File: src/sv/pihr_pkg.sv
package pihr_pkg;

    localparam int unsigned BPM_W      = 8;
    localparam int unsigned IVL_W      = 11;
    localparam int unsigned TICK_W     = 12;
    localparam int unsigned WIN_W      = 5;
    localparam int unsigned AGREE_W    = 5;
    localparam int unsigned HOLD_W     = 8;
    localparam int unsigned CFG_IDX_W  = 3;
    localparam int unsigned CFG_DATA_W = 11;

    localparam logic [CFG_IDX_W-1:0] CFG_MIN_INTERVAL = 3'd0;
    localparam logic [CFG_IDX_W-1:0] CFG_MAX_INTERVAL = 3'd1;
    localparam logic [CFG_IDX_W-1:0] CFG_WINDOW       = 3'd2;
    localparam logic [CFG_IDX_W-1:0] CFG_AGREE        = 3'd3;
    localparam logic [CFG_IDX_W-1:0] CFG_BLINK_HOLD   = 3'd4;

    localparam logic KIND_TICK = 1'b0;
    localparam logic KIND_BEAT = 1'b1;

    localparam logic [15:0]      BPM_DIVIDEND = 16'd60000;
    localparam logic [BPM_W-1:0] SEED_MIN     = 8'd40;
    localparam logic [BPM_W-1:0] BPM_SAT      = 8'd255;
    localparam logic [9:0]       SLOW_BIAS    = 10'd700;
    localparam logic [3:0]       SLOW_DIV     = 4'd11;

    // Division by eleven as a multiply by 745 and a shift by 13; exact for
    // every dividend below 2730, which covers 700 plus any byte.
    localparam logic [9:0]       SLOW_RECIP   = 10'd745;
    localparam int unsigned      SLOW_SHIFT   = 13;

    // Request from the sequencer to the divider, and its reply.
    typedef struct packed {
        logic        start;
        logic [15:0] dividend;
        logic [15:0] divisor;
    } div_req_t;

    typedef struct packed {
        logic        done;
        logic [15:0] quotient;
    } div_rsp_t;

endpackage

File: src/sv/pihr_ram.sv
module pihr_ram #(
    parameter int unsigned WIDTH = 8,
    parameter int unsigned DEPTH = 64
) (
    input  logic                     clk,
    input  logic                     we,
    input  logic [$clog2(DEPTH)-1:0] waddr,
    input  logic [WIDTH-1:0]         wdata,
    input  logic [$clog2(DEPTH)-1:0] raddr,
    output logic [WIDTH-1:0]         rdata
);

    logic [WIDTH-1:0] mem [DEPTH];

    always_ff @(posedge clk)
    begin
        if (we)
        begin
            mem[waddr] <= wdata;
        end
        rdata <= mem[raddr];
    end

endmodule

File: src/sv/pihr_div.sv
module pihr_div (
    input  logic                    clk,
    input  logic                    rst_n,
    input  pihr_pkg::div_req_t      req,
    output pihr_pkg::div_rsp_t      rsp
);

    import pihr_pkg::*;

    // Restoring division, one quotient bit a cycle.
    logic [15:0] rem_reg, rem_next;
    logic [15:0] quo_reg, quo_next;
    logic [15:0] dsr_reg, dsr_next;
    logic [4:0]  cnt_reg, cnt_next;
    logic        busy_reg, busy_next;
    logic        done_reg, done_next;
    logic [16:0] trial;

    always_comb
    begin
        rem_next  = rem_reg;
        quo_next  = quo_reg;
        dsr_next  = dsr_reg;
        cnt_next  = cnt_reg;
        busy_next = busy_reg;
        done_next = 1'b0;
        trial     = {rem_reg, quo_reg[15]} - {1'b0, dsr_reg};
        if (req.start)
        begin
            rem_next  = '0;
            quo_next  = req.dividend;
            dsr_next  = req.divisor;
            cnt_next  = 5'd16;
            busy_next = 1'b1;
        end
        else if (busy_reg)
        begin
            if (trial[16])
            begin
                rem_next = {rem_reg[14:0], quo_reg[15]};
                quo_next = {quo_reg[14:0], 1'b0};
            end
            else
            begin
                rem_next = trial[15:0];
                quo_next = {quo_reg[14:0], 1'b1};
            end
            cnt_next = cnt_reg - 5'd1;
            if (cnt_reg == 5'd1)
            begin
                busy_next = 1'b0;
                done_next = 1'b1;
            end
        end
    end

    always_ff @(posedge clk or negedge rst_n)
    begin
        if (!rst_n)
        begin
            busy_reg <= 1'b0;
            done_reg <= 1'b0;
            cnt_reg  <= '0;
        end
        else
        begin
            busy_reg <= busy_next;
            done_reg <= done_next;
            cnt_reg  <= cnt_next;
        end
    end

    always_ff @(posedge clk)
    begin
        rem_reg <= rem_next;
        quo_reg <= quo_next;
        dsr_reg <= dsr_next;
    end

    assign rsp.done     = done_reg;
    assign rsp.quotient = quo_reg;

endmodule

File: src/sv/pulse_interval_heart_rate.sv
// Two-channel heart rate block for a chest strap and a hand grip. Each input item is
// either a one millisecond tick, which applies to both channels, or a beat pulse on one
// channel; every item gives exactly one result item holding the chosen rate, the blink
// indicator and both channel rates. A tick, or a beat that only arms its channel or
// comes too soon, passes from acceptance through the result state into the output
// register. A beat that enters the history takes a longer path: the histories live
// in one synchronous RAM with a registered read, the shift reads and then writes each
// entry in turn, the cluster search reads every entry once for each seed of at least
// 40, and the bpm conversion and the cluster mean each use a shared sixteen-bit serial
// divider. After reset a clearing pass writes zeros through the whole history RAM, one
// RAM word per cycle (all 64 words at the default depth), during which no item is
// accepted; configuration writes are taken at any time. One item is processed at a
// time, and the next is accepted once the previous result item has been taken from the
// output register.
module pulse_interval_heart_rate #(
    parameter int unsigned HISTORY_DEPTH = 20
) (
    input  logic                             clk,
    input  logic                             rst_n,
    input  logic                             in_valid,
    output logic                             in_ready,
    input  logic                             kind,
    input  logic                             channel,
    output logic                             out_valid,
    input  logic                             out_ready,
    output logic [pihr_pkg::BPM_W-1:0]       heart_rate,
    output logic                             beat_blink,
    output logic                             rate_source,
    output logic [pihr_pkg::BPM_W-1:0]       chest_bpm,
    output logic [pihr_pkg::BPM_W-1:0]       hand_bpm,
    input  logic                             cfg_we,
    input  logic [pihr_pkg::CFG_IDX_W-1:0]   cfg_index,
    input  logic [pihr_pkg::CFG_DATA_W-1:0]  cfg_data
);

    import pihr_pkg::*;

    // Entries per channel, and address of one entry: channel bit above the index.
    localparam int unsigned IDX_W  = $clog2(HISTORY_DEPTH);
    localparam int unsigned ADDR_W = IDX_W + 1;
    localparam int unsigned RAM_D  = 2 ** ADDR_W;
    localparam int unsigned CNT_W  = $clog2(HISTORY_DEPTH + 1);
    localparam int unsigned SUM_W  = CNT_W + BPM_W;
    localparam int unsigned CMP_W  = CNT_W + AGREE_W;
    localparam logic [IDX_W-1:0] LAST_IDX = IDX_W'(HISTORY_DEPTH - 1);

    typedef enum logic [13:0] {
        ST_CLEAR  = 14'b00000000000001,
        ST_IDLE   = 14'b00000000000010,
        ST_DIVBPM = 14'b00000000000100,
        ST_SHRD   = 14'b00000000001000,
        ST_SHWR   = 14'b00000000010000,
        ST_HEAD   = 14'b00000000100000,
        ST_SEEDRD = 14'b00000001000000,
        ST_SEED   = 14'b00000010000000,
        ST_SCAN   = 14'b00000100000000,
        ST_MEAN   = 14'b00001000000000,
        ST_DECIDE = 14'b00010000000000,
        ST_SLOW   = 14'b00100000000000,
        ST_RESULT = 14'b01000000000000,
        ST_HOLD   = 14'b10000000000000
    } state_t;

    state_t state_reg, state_next;

    // Configuration registers.
    logic [IVL_W-1:0]   min_ivl_reg, max_ivl_reg;
    logic [WIN_W-1:0]   window_reg;
    logic [AGREE_W-1:0] agree_reg;
    logic [HOLD_W-1:0]  hold_reg;

    // Per-channel scalar state, index 0 chest and 1 hand.
    logic [TICK_W-1:0] ticks_reg   [2];
    logic [TICK_W-1:0] ticks_next  [2];
    logic              armed_reg   [2];
    logic              armed_next  [2];
    logic              lost_reg    [2];
    logic              lost_next   [2];
    logic              blink_reg   [2];
    logic              blink_next  [2];
    logic [HOLD_W-1:0] btimer_reg  [2];
    logic [HOLD_W-1:0] btimer_next [2];
    logic [BPM_W-1:0]  rate_reg    [2];
    logic [BPM_W-1:0]  rate_next   [2];

    // Sequencer working registers.
    logic              chan_reg, chan_next;
    logic [IDX_W-1:0]  i_reg, i_next;
    logic [IDX_W-1:0]  j_reg, j_next;
    logic [ADDR_W-1:0] clr_reg, clr_next;
    logic [BPM_W-1:0]  carry_reg, carry_next;
    logic [BPM_W-1:0]  seed_reg, seed_next;
    logic [2:0]        zero_reg, zero_next;
    logic [CNT_W-1:0]  cnt_reg, cnt_next;
    logic [SUM_W-1:0]  sum_reg, sum_next;
    logic [CNT_W-1:0]  bcnt_reg, bcnt_next;
    logic [SUM_W-1:0]  bsum_reg, bsum_next;
    logic [BPM_W-1:0]  mean_reg, mean_next;
    logic              divgo_reg, divgo_next;

    // Result register.
    logic              ov_reg, ov_next;
    logic [BPM_W-1:0]  o_rate_reg, o_chest_reg, o_hand_reg;
    logic              o_blink_reg, o_src_reg;
    logic              load_out;

    // RAM port.
    logic              we;
    logic [ADDR_W-1:0] waddr, raddr;
    logic [BPM_W-1:0]  wdata, rdata;

    div_req_t dreq;
    div_rsp_t drsp;

    logic             accept;
    logic [BPM_W-1:0] clamped;
    logic [BPM_W:0]   lo_lim, hi_lim;
    logic [9:0]       slow_x;
    logic [19:0]      slow_prod;

    pihr_ram #(
        .WIDTH (BPM_W),
        .DEPTH (RAM_D)
    ) u_hist (
        .clk   (clk),
        .we    (we),
        .waddr (waddr),
        .wdata (wdata),
        .raddr (raddr),
        .rdata (rdata)
    );

    pihr_div u_div (
        .clk   (clk),
        .rst_n (rst_n),
        .req   (dreq),
        .rsp   (drsp)
    );

    assign in_ready = (state_reg == ST_IDLE);
    assign accept   = in_valid && in_ready;

    // Configuration writes are taken whenever they come.
    always_ff @(posedge clk or negedge rst_n)
    begin
        if (!rst_n)
        begin
            min_ivl_reg <= IVL_W'(250);
            max_ivl_reg <= IVL_W'(1500);
            window_reg  <= WIN_W'(5);
            agree_reg   <= AGREE_W'(8);
            hold_reg    <= HOLD_W'(250);
        end
        else if (cfg_we)
        begin
            unique case (cfg_index)
                CFG_MIN_INTERVAL: min_ivl_reg <= cfg_data[IVL_W-1:0];
                CFG_MAX_INTERVAL: max_ivl_reg <= cfg_data[IVL_W-1:0];
                CFG_WINDOW:       window_reg  <= cfg_data[WIN_W-1:0];
                CFG_AGREE:        agree_reg   <= cfg_data[AGREE_W-1:0];
                CFG_BLINK_HOLD:   hold_reg    <= cfg_data[HOLD_W-1:0];
                default:          ;
            endcase
        end
    end

    // The divider quotient is saturated to a byte where it stands for a bpm.
    assign clamped = (drsp.quotient > 16'(BPM_SAT)) ? BPM_SAT : drsp.quotient[BPM_W-1:0];

    // Cluster bounds around the seed, one bit wider so they cannot wrap.
    assign lo_lim = {1'b0, seed_reg} - (BPM_W+1)'(window_reg);
    assign hi_lim = {1'b0, seed_reg} + (BPM_W+1)'(window_reg);

    // Slow start rate (700 + mean) / 11, taken as a reciprocal multiply.
    assign slow_x    = SLOW_BIAS + 10'(mean_reg);
    assign slow_prod = 20'(slow_x) * 20'(SLOW_RECIP);

    always_comb
    begin
        logic [TICK_W-1:0] iv;
        logic [BPM_W:0]    e9;
        logic              in_cl;
        logic [BPM_W-1:0]  r;

        state_next = state_reg;
        for (int c = 0; c < 2; c++)
        begin
            ticks_next[c]  = ticks_reg[c];
            armed_next[c]  = armed_reg[c];
            lost_next[c]   = lost_reg[c];
            blink_next[c]  = blink_reg[c];
            btimer_next[c] = btimer_reg[c];
            rate_next[c]   = rate_reg[c];
        end
        chan_next  = chan_reg;
        i_next     = i_reg;
        j_next     = j_reg;
        clr_next   = clr_reg;
        carry_next = carry_reg;
        seed_next  = seed_reg;
        zero_next  = zero_reg;
        cnt_next   = cnt_reg;
        sum_next   = sum_reg;
        bcnt_next  = bcnt_reg;
        bsum_next  = bsum_reg;
        mean_next  = mean_reg;
        divgo_next = 1'b0;
        we         = 1'b0;
        waddr      = {chan_reg, i_reg};
        wdata      = carry_reg;
        raddr      = {chan_reg, i_reg};
        dreq.start    = divgo_reg;
        dreq.dividend = BPM_DIVIDEND;
        dreq.divisor  = 16'(ticks_reg[chan_reg]);
        load_out   = 1'b0;
        iv         = ticks_reg[chan_reg];
        e9         = {1'b0, rdata};
        in_cl      = (e9 >= lo_lim) && (e9 <= hi_lim);
        r          = rate_reg[chan_reg];

        unique case (state_reg)
            ST_CLEAR:
            begin
                we    = 1'b1;
                waddr = clr_reg;
                wdata = '0;
                clr_next = clr_reg + ADDR_W'(1);
                if (clr_reg == ADDR_W'(RAM_D - 1))
                begin
                    state_next = ST_IDLE;
                end
            end
            ST_IDLE:
            begin
                if (accept)
                begin
                    state_next = ST_RESULT;
                    if (kind == KIND_TICK)
                    begin
                        for (int c = 0; c < 2; c++)
                        begin
                            if (ticks_reg[c] > TICK_W'(max_ivl_reg))
                            begin
                                if (!lost_reg[c])
                                begin
                                    rate_next[c] = '0;
                                    lost_next[c] = 1'b1;
                                end
                                armed_next[c] = 1'b0;
                                ticks_next[c] = '0;
                            end
                            else
                            begin
                                ticks_next[c] = ticks_reg[c] + TICK_W'(1);
                            end
                            if (blink_reg[c])
                            begin
                                btimer_next[c] = btimer_reg[c] + HOLD_W'(1);
                                if (btimer_reg[c] > hold_reg)
                                begin
                                    blink_next[c] = 1'b0;
                                end
                            end
                            else
                            begin
                                btimer_next[c] = '0;
                            end
                        end
                    end
                    else
                    begin
                        chan_next = channel;
                        if (!armed_reg[channel])
                        begin
                            armed_next[channel] = 1'b1;
                            ticks_next[channel] = '0;
                        end
                        else if (ticks_reg[channel] <= TICK_W'(min_ivl_reg))
                        begin
                            ticks_next[channel] = '0;
                        end
                        else
                        begin
                            // Clamp the interval now; the tick count is cleared
                            // once the division has used it.
                            if (ticks_reg[channel] > TICK_W'(max_ivl_reg))
                            begin
                                ticks_next[channel] = TICK_W'(max_ivl_reg);
                            end
                            divgo_next = 1'b1;
                            state_next = ST_DIVBPM;
                        end
                    end
                end
            end
            ST_DIVBPM:
            begin
                if (drsp.done)
                begin
                    carry_next = (iv == '0) ? BPM_SAT : clamped;
                    ticks_next[chan_reg] = '0;
                    blink_next[chan_reg] = 1'b1;
                    lost_next[chan_reg]  = 1'b0;
                    i_next     = '0;
                    zero_next  = '0;
                    state_next = ST_SHRD;
                end
            end
            ST_SHRD:
            begin
                // Read entry i; the carried value is written there next.
                state_next = ST_SHWR;
            end
            ST_SHWR:
            begin
                we         = 1'b1;
                carry_next = rdata;
                if (i_reg < IDX_W'(3))
                begin
                    zero_next[i_reg[1:0]] = (carry_reg == '0);
                end
                if (i_reg == LAST_IDX)
                begin
                    state_next = ST_HEAD;
                end
                else
                begin
                    i_next     = i_reg + IDX_W'(1);
                    state_next = ST_SHRD;
                end
            end
            ST_HEAD:
            begin
                bcnt_next = '0;
                bsum_next = '0;
                i_next    = '0;
                if (&zero_reg)
                begin
                    rate_next[chan_reg] = '0;
                    state_next = ST_RESULT;
                end
                else
                begin
                    state_next = ST_SEEDRD;
                end
            end
            ST_SEEDRD:
            begin
                raddr      = {chan_reg, i_reg};
                state_next = ST_SEED;
            end
            ST_SEED:
            begin
                seed_next = rdata;
                j_next    = '0;
                cnt_next  = '0;
                sum_next  = '0;
                if (rdata >= SEED_MIN)
                begin
                    raddr      = {chan_reg, IDX_W'(0)};
                    state_next = ST_SCAN;
                end
                else if (i_reg == LAST_IDX)
                begin
                    state_next = ST_MEAN;
                    divgo_next = 1'b1;
                end
                else
                begin
                    i_next     = i_reg + IDX_W'(1);
                    state_next = ST_SEEDRD;
                end
            end
            ST_SCAN:
            begin
                // Entry j is on the read port; j+1 is addressed for next cycle.
                raddr = {chan_reg, j_reg + IDX_W'(1)};
                if (in_cl)
                begin
                    cnt_next = cnt_reg + CNT_W'(1);
                    sum_next = sum_reg + SUM_W'(rdata);
                end
                if (j_reg == LAST_IDX)
                begin
                    if (in_cl ? (cnt_reg + CNT_W'(1) > bcnt_reg) : (cnt_reg > bcnt_reg))
                    begin
                        bcnt_next = in_cl ? cnt_reg + CNT_W'(1) : cnt_reg;
                        bsum_next = in_cl ? sum_reg + SUM_W'(rdata) : sum_reg;
                    end
                    if (i_reg == LAST_IDX)
                    begin
                        state_next = ST_MEAN;
                        divgo_next = 1'b1;
                    end
                    else
                    begin
                        i_next     = i_reg + IDX_W'(1);
                        state_next = ST_SEEDRD;
                    end
                end
                else
                begin
                    j_next = j_reg + IDX_W'(1);
                end
            end
            ST_MEAN:
            begin
                // Mean of the best cluster; an empty cluster gives zero at once.
                dreq.dividend = 16'(bsum_reg);
                dreq.divisor  = 16'(bcnt_reg);
                if (bcnt_reg == '0)
                begin
                    mean_next  = '0;
                    state_next = ST_DECIDE;
                end
                else if (drsp.done)
                begin
                    mean_next  = drsp.quotient[BPM_W-1:0];
                    state_next = ST_DECIDE;
                end
            end
            ST_DECIDE:
            begin
                if (CMP_W'(bcnt_reg) > CMP_W'(agree_reg))
                begin
                    rate_next[chan_reg] = mean_reg;
                    state_next = ST_RESULT;
                end
                else if (r > SEED_MIN)
                begin
                    if (mean_reg > r)
                    begin
                        rate_next[chan_reg] = r + BPM_W'(1);
                    end
                    else if (mean_reg < r)
                    begin
                        rate_next[chan_reg] = r - BPM_W'(1);
                    end
                    state_next = ST_RESULT;
                end
                else
                begin
                    state_next = ST_SLOW;
                end
            end
            ST_SLOW:
            begin
                rate_next[chan_reg] = BPM_W'(slow_prod[19:SLOW_SHIFT]);
                state_next = ST_RESULT;
            end
            ST_RESULT:
            begin
                load_out   = 1'b1;
                state_next = ST_HOLD;
            end
            ST_HOLD:
            begin
                if (!ov_reg || out_ready)
                begin
                    state_next = ST_IDLE;
                end
            end
            default:
            begin
                state_next = ST_IDLE;
            end
        endcase
    end

    // The result waits in the output register until the receiver takes it.
    always_comb
    begin
        ov_next = ov_reg;
        if (out_valid && out_ready)
        begin
            ov_next = 1'b0;
        end
        if (load_out)
        begin
            ov_next = 1'b1;
        end
    end

    always_ff @(posedge clk or negedge rst_n)
    begin
        if (!rst_n)
        begin
            state_reg <= ST_CLEAR;
            clr_reg   <= '0;
            ov_reg    <= 1'b0;
            divgo_reg <= 1'b0;
            for (int c = 0; c < 2; c++)
            begin
                ticks_reg[c]  <= '0;
                armed_reg[c]  <= 1'b0;
                lost_reg[c]   <= 1'b1;
                blink_reg[c]  <= 1'b0;
                btimer_reg[c] <= '0;
                rate_reg[c]   <= '0;
            end
        end
        else
        begin
            state_reg <= state_next;
            clr_reg   <= clr_next;
            ov_reg    <= ov_next;
            divgo_reg <= divgo_next;
            for (int c = 0; c < 2; c++)
            begin
                ticks_reg[c]  <= ticks_next[c];
                armed_reg[c]  <= armed_next[c];
                lost_reg[c]   <= lost_next[c];
                blink_reg[c]  <= blink_next[c];
                btimer_reg[c] <= btimer_next[c];
                rate_reg[c]   <= rate_next[c];
            end
        end
    end

    always_ff @(posedge clk)
    begin
        chan_reg  <= chan_next;
        i_reg     <= i_next;
        j_reg     <= j_next;
        carry_reg <= carry_next;
        seed_reg  <= seed_next;
        zero_reg  <= zero_next;
        cnt_reg   <= cnt_next;
        sum_reg   <= sum_next;
        bcnt_reg  <= bcnt_next;
        bsum_reg  <= bsum_next;
        mean_reg  <= mean_next;
        if (load_out)
        begin
            o_chest_reg <= rate_reg[0];
            o_hand_reg  <= rate_reg[1];
            o_rate_reg  <= (rate_reg[0] != '0) ? rate_reg[0] : rate_reg[1];
            o_blink_reg <= lost_reg[0] ? blink_reg[1] : blink_reg[0];
            o_src_reg   <= lost_reg[0];
        end
    end

    assign out_valid   = ov_reg;
    assign heart_rate  = o_rate_reg;
    assign beat_blink  = o_blink_reg;
    assign rate_source = o_src_reg;
    assign chest_bpm   = o_chest_reg;
    assign hand_bpm    = o_hand_reg;

endmodule

File: config.mk
export PLATFORM = sky130hd
export DESIGN_NAME = pulse_interval_heart_rate
export DESIGN_NICKNAME = d
export VERILOG_FILES = /design/src/sv/pihr_pkg.sv /design/src/sv/pihr_ram.sv /design/src/sv/pihr_div.sv /design/src/sv/pulse_interval_heart_rate.sv
export SDC_FILE = /design/constraint.sdc
export NUM_CORES = 2
export LEC_CHECK = 0
export ABC_AREA = 1
export BUFFER_PORTS_ARGS = -buffer_cell sky130_fd_sc_hd__buf_4
export CAP_MARGIN = 0
export CORE_MARGIN = 5
export CORE_UTILIZATION = 36
export DETAILED_ROUTE_END_ITERATION = 10
export GPL_TIMING_DRIVEN = 0
export PLACE_DENSITY_LB_ADDON = 0.1
export SLEW_MARGIN = 0
export SYNTH_ARGS = -nofsm -noshare
export SYNTH_HDL_FRONTEND = slang
export SYNTH_SLANG_ARGS = --single-unit
File: constraint.sdc
create_clock -name clk -period 6.2 [get_ports clk]
set_input_delay 1.86 -clock clk [delete_from_list [all_inputs] [get_ports clk]]
set_output_delay 1.86 -clock clk [all_outputs]
set_load 0.03 [all_outputs]
# Yosys cells after proc, flatten, opt, wreduce, memory -nomap -nowiden
# Memory sizes are Yosys's and may differ from the RTL's. A register that Yosys moved wholly into a read port is not among the register bits.
# Cells that the tools add are included.
# W data, S select, Z words.
dict set report word_totals {
  register_bits 279
  mem_bits_rw 512
  out_inout_bits 28
  wordCells 335
  memories 1
}
dict set report classes {
  addsub 16
  multipliers 1
  magnitude_cmp 23
  n_eq_ne 42
  n_mux 147
  bitwise 13
  n_reduce_logical 48
}
# memory depth width rd rd_clocked_by_memory_dff wr line
set mem_list {}
lappend mem_list {u_hist.mem 64 8 1 1 1 pihr_ram.sv:13} ;# logic [WIDTH-1:0] mem [DEPTH];
# operator count
set ops {}
lappend ops {{$pmux W14 S14} 1}
lappend ops {{$mux W16} 10}
lappend ops {{$mux W24} 6}
lappend ops {{$mux W8} 16}
lappend ops {{$mux W12} 10}
lappend ops {{$mux W13} 9}
lappend ops {{$mux W14} 7}
lappend ops {{$bwmux W16} 4}
lappend ops {{$pmux W16 S4} 1}
lappend ops {{$mux W5} 11}
lappend ops {{$pmux W13 S2} 2}
lappend ops {{$and A24 B24 Y24} 2}
lappend ops {{$not A24 Y24} 2}
lappend ops {{$pmux W24 S2} 1}
lappend ops {{$pmux W5 S2} 4}
lappend ops {{$gt A12 B11 Y1} 3}
lappend ops {{$mux W1} 36}
lappend ops {{$mux W32} 1}
lappend ops {{$pmux W5 S5} 1}
lappend ops {{$add A12 B1 Y12 const B} 2}
lappend ops {{$add A8 B1 Y8 const B} 3}
lappend ops {{$bwmux W24} 1}
lappend ops {{$demux W12 S1} 2}
lappend ops {{$gt A8 B8 Y1} 3}
lappend ops {{other kinds (86)} 152}

# Longest topological paths before layout
dict set report logic_depth {
  depth_word 12
  depth_mapped 27
  depth_no_buf 27
}

# By module
# Synthesis repeated with hierarchy kept, for this count alone.
dict set report unflattened {
  hier_cells 4765
  hier_area_um2 43083.8
}
# module n_inst cells_per_inst area_per_inst_um2
set by_module_without_submodules {}
lappend by_module_without_submodules {pihr_ram 1 1822 21291.7}
lappend by_module_without_submodules {pulse_interval_heart_rate 1 2477 18428.9}
lappend by_module_without_submodules {pihr_div 1 466 3363.2}

# Worst setup path before layout
# Ideal clock, no wire load.
dict set report synth_path {
  path_kind {reg-to-reg}
  from {register mean_reg[2]}
  to {register rate_reg[2] in the netlist's numbering}
  setup_ns 0.117
  t_arrival_ns 5.060
  t_required_ns 6.083
  slack_ns 1.024
  path_stages_with_launch 24
  n_path_buf 0
  synth_period_minus_slack_ns 5.176
  cell_sequence {edfxtp_1 -> inv_1 -> ha_1 -> nand3_1 -> a21oi_1 -> inv_1 -> ha_1 -> inv_1 -> fa_1 -> inv_1 -> fa_1 -> fa_1 -> ha_1 -> ha_1 -> nand2_1 -> nor2_1 -> nand3_1 -> nand3_1 -> xor2_1 -> nand2_1 -> nand3_1 -> o311ai_0 -> nand2_1 -> nand2_1}
}
dict set report synth_via {
  elab_chain_len 5
  word_cells_on_any_way 12
  classes_between {add/sub (1); mul (1); order compare (2); eq/ne (1); mux (6); reduce/logical (1)}
}
# item line
set synth_rtl {}
lappend synth_rtl {{from (decl)} pulse_interval_heart_rate.sv:98} ;# logic [BPM_W-1:0] mean_reg, mean_next;
lappend synth_rtl {{from (signal assigned)} pulse_interval_heart_rate.sv:532} ;# mean_reg <= mean_next;
lappend synth_rtl {{branches (longest 5 deep; another with $mul A10 B10 Y20)} -}
lappend synth_rtl {{to (signal, indexed assignment)} pulse_interval_heart_rate.sv:515} ;# rate_reg[c] <= rate_next[c];
lappend synth_rtl {{to (decl)} pulse_interval_heart_rate.sv:83} ;# logic [BPM_W-1:0] rate_reg [2];
# Parallel ways; which one is timed is not known. The select of a mux whose other input is x is not followed.
# A chain may end at the register's enable or synchronous reset.

# Final worst setup path
dict set report layout_path {
  from {register mean_reg[2]}
  to {register rate_reg[9] in the netlist's numbering}
}
# The elaborated chain is that of the path after synthesis.

==> flow_summary.toml <==
[status]
outcome = "completed"

[floorplan]
die_h_um = 357
start_util_pct = 36.2
core_mm2 = 0.120
row_count = 127
die_area_mm2 = 0.128
die_w_um = 357
io_pins = 49

[synthesis]
ys_ff_latch = 795
synth_cell_types = 62
ys_warn_count = 0
synth_top_family_by_area = "simple AND/OR/NAND/NOR gates"
synth_xor_area_share_pct = 1.25
synth_area_mm2 = 0.0434
synthAdderAreaFrac_pct = 6.86
synth_cells = 4912
seq_area_frac_synth_pct = 53.0
yosys.area_share.simple_pct = 23.2
synth_compound_area_share_pct = 5.90
ys_dominant_reg_cell = "edfxtp_1"
mappedNetlistNets = 5156
async_reset_ff_share_pct = 16.5
synth_mux_area_share_pct = 0
synth-edff-count = 640
syn_avg_cell_area_um2 = 8.84

[clock_tree]
clock_path_buffers = 3
cts_root_buffer = "clkbuf_16"
clk_latency_ns = 0.70
path_clk_slew_ns = 0.06
cts_tree = "built"
clock_sinks = 795
numCtsBuffers = 94
htree_levels = 3

[pwr]
p_int_mw = 10.2
pwr-share-seq_pct = 43.0
total_power_mw = 14.9
leakage_nw = 22.0
pwr-share-clk_pct = 37.1
ir_worst_vdd_mv = 0.227
p_sw_mw = 4.69
sw_frac_of_total_pct = 31.6
power_density_mw_per_mm2 = 301
combPwrFrac_pct = 19.9

[setup_path]
required_ns = 6.73
cp-startpoint = "mean_reg[2]"
cp_common_cell = "ha_1"
cp-start-kind = "flop"
max_stage_delay_ns = 0.53
timing.rr.start = "mean_reg[2]"
crit_buf_inv = 4
critPathKind = "reg -> reg"
cp_max_fo = 6
path_cells = "inv_2, ha_1, nand3_1, a21oi_4, inv_1, ha_1, inv_1, fa_1, inv_1, fa_1, fa_1, ha_1, ha_1, nand2_1, o21ai_0, a21o_1, nor2_1, nand3b_1, nand2_1, o211ai_1, nand2_1, o21ai_0"
cpMaxStageDelayCell = "fa_1"
crit_arrival_ns = 6.26
critPathCaptureType = "flop"
critPathTopFamily = "adder cells"

[global_routing]
antenna_found_initial = 4
grt_usage_pct = 21.0
grt_pass1_vias = 31800
grt_max_degree = 75
grt_overflow = 0
grt_pass1_wl_um = 202000

[timing]
fin_skew_ns = 0.0412
min_period_ns = 5.72
fin_crit_sh_pct = 92.3
max_freq_mhz = 175
finalSetupTns_ns = 0
tightest_slew_ns = 1.26
hold_violations = 0
slew_viol_final = 0
setup_viol = 0
rsz0062_at_grt = "false"
setup_slack_ns = 0.476
whs_ns = 0.463
slew_headroom_pct = 15.5

[layout]
layout-drive-gt1-share_pct = 7.59
seq_area_mm2 = 0.0230
largest_reg_flops = 512
instances_no_fill = 6770
multi_input_area_mm2 = 0.0162
syn2layout_area_growth_pct = 13.7
fill_cells = 12100
post-route-util_pct = 41.2
design_area_mm2 = 0.0493
layout.cells.most_common = "nand2_1"
final_cell_mix = "nand2_1, inv_1, nand3_1, edfxtp_1, nor2_1"
nets = 5319

[detailed_routing]
viasPerCell = 4.94
ant_nets = 0
wire_per_inst_um = 20.1
vias = 33500
firstDrtPassIters = 6
drt_iter0_markers = 2946
drc = 0
wirelength_um = 136000

[placed_design]
placed_cell_area_mm2 = 0.0462
dp_hpwl_um = 101000
placedCellCount = 6589
pre_cts_ws_ns = -0.162
gp_congestion = 0.899
io_buffer_count = 47

[worst_hold_path]
hp-start = "rate_reg[1]"
hold_class = "reg -> reg"

[job]
cap_violations = 0
==> worst paths after layout <==
path / to / slack, ns / depth (start not counted)
hold / removal: hand_bpm[1] / 0.46 / 0
setup / recovery: rate_reg[9] / 0.48 / 22
hold reg to reg: hand_bpm[1] / 0.46 / 0
setup reg to reg: rate_reg[9] / 0.48 / 22
min in group asynchronous: ticks_reg[18] / 1.17 / 1
max in group asynchronous: window_reg[0] / 4.20 / 2
==> synth_stat cells (9+ instances only) <==
cell      number  area [µm²]
inv_2          9        33.8
buf_4         24         180
clkbuf_1      67         251
nand3b_1      17         128
nand4_1       54         338
fa_1          25         500
o211ai_1      20         150
buf_2         65         325
nand3_1      716        3580
dfrtp_1      106        2650
dfxtp_1       24         480
nor2_1       306        1150
a211oi_1      12        90.1
buf_6         11         124
buf_1         12        45.0
edfxtp_1     640       19200
o21ai_0      224        1120
a31oi_1       14        87.6
nor4_1        12        75.1
nand2_1     1132        4250
a21oi_1      127         636
nor3_1        34         170
xor2_1        45         394
inv_1        869        3260
xnor2_1       17         149
ha_1         198        2480
dfstp_2       25         657
==> power groups by stage <==
stage | combinational (mW) | clock, mW | sequential, mW
after floorplan | 2.01 | 0 | 6.41
after global placement | 2.91 | 0 | 6.50
after detailed placement | 2.94 | 0 | 6.50
after CTS | 2.95 | 5.66 | 6.39
after global routing | 3.33 | 5.89 | 6.43
final | 2.95 | 5.52 | 6.40
==> cells by family after synthesis <==
group                      Yosys count
AOI/OAI and AO/OA                  458
xor gates and xnor gates            62
adders and majority gates          223
buffers and inverters             1063
DFF                                795
and+or+nand+nor                   2311
==> final cells by class <==
type / count / share of cell area (%)
Antenna cell: 4 / 0.0203
Buffer: 179 / 1.88
Clock buffer: 128 / 5.23
Clock inverter: 47 / 1.01
Inverter: 884 / 6.73
Multi-Input combinational cell: 3054 / 32.9
Sequential cell: 795 / 46.6
Tap cell: 1612 / 4.09
Timing Repair Buffer: 67 / 1.50
==> routing by layer <==
layer | up-vias | wire length (µm) | track usage, %
li1 | 16500 | - | -
met1 | 16000 | 63900 | 29.9
met2 | 836 | 62100 | 34.2
met3 | 149 | 7400 | 2.96
met4 | 0 | 2480 | 4.62
met5 | - | 0 | 0
==> timing repair <==
item                       in CTS  in global routing
setup endpoints to repair      10                 11
pin swaps                       0                  1
setup buffers                   0                  2
hold buffers                    0                  0
resized for setup               1                  3
gates cloned                    0                  0
==> worst reg2reg max path, cell delays in order, from the launching register on <==
cell,delay (ns)
edfxtp_1,0.49
inv_2,0.20
ha_1,0.23
nand3_1,0.23
a21oi_4,0.29
inv_1,0.20
ha_1,0.38
inv_1,0.07
fa_1,0.53
inv_1,0.06
fa_1,0.51
fa_1,0.49
ha_1,0.30
ha_1,0.37
nand2_1,0.09
o21ai_0,0.30
a21o_1,0.18
nor2_1,0.06
nand3b_1,0.15
nand2_1,0.13
o211ai_1,0.13
nand2_1,0.09
o21ai_0,0.09
(Power assumes the default switching activity.)
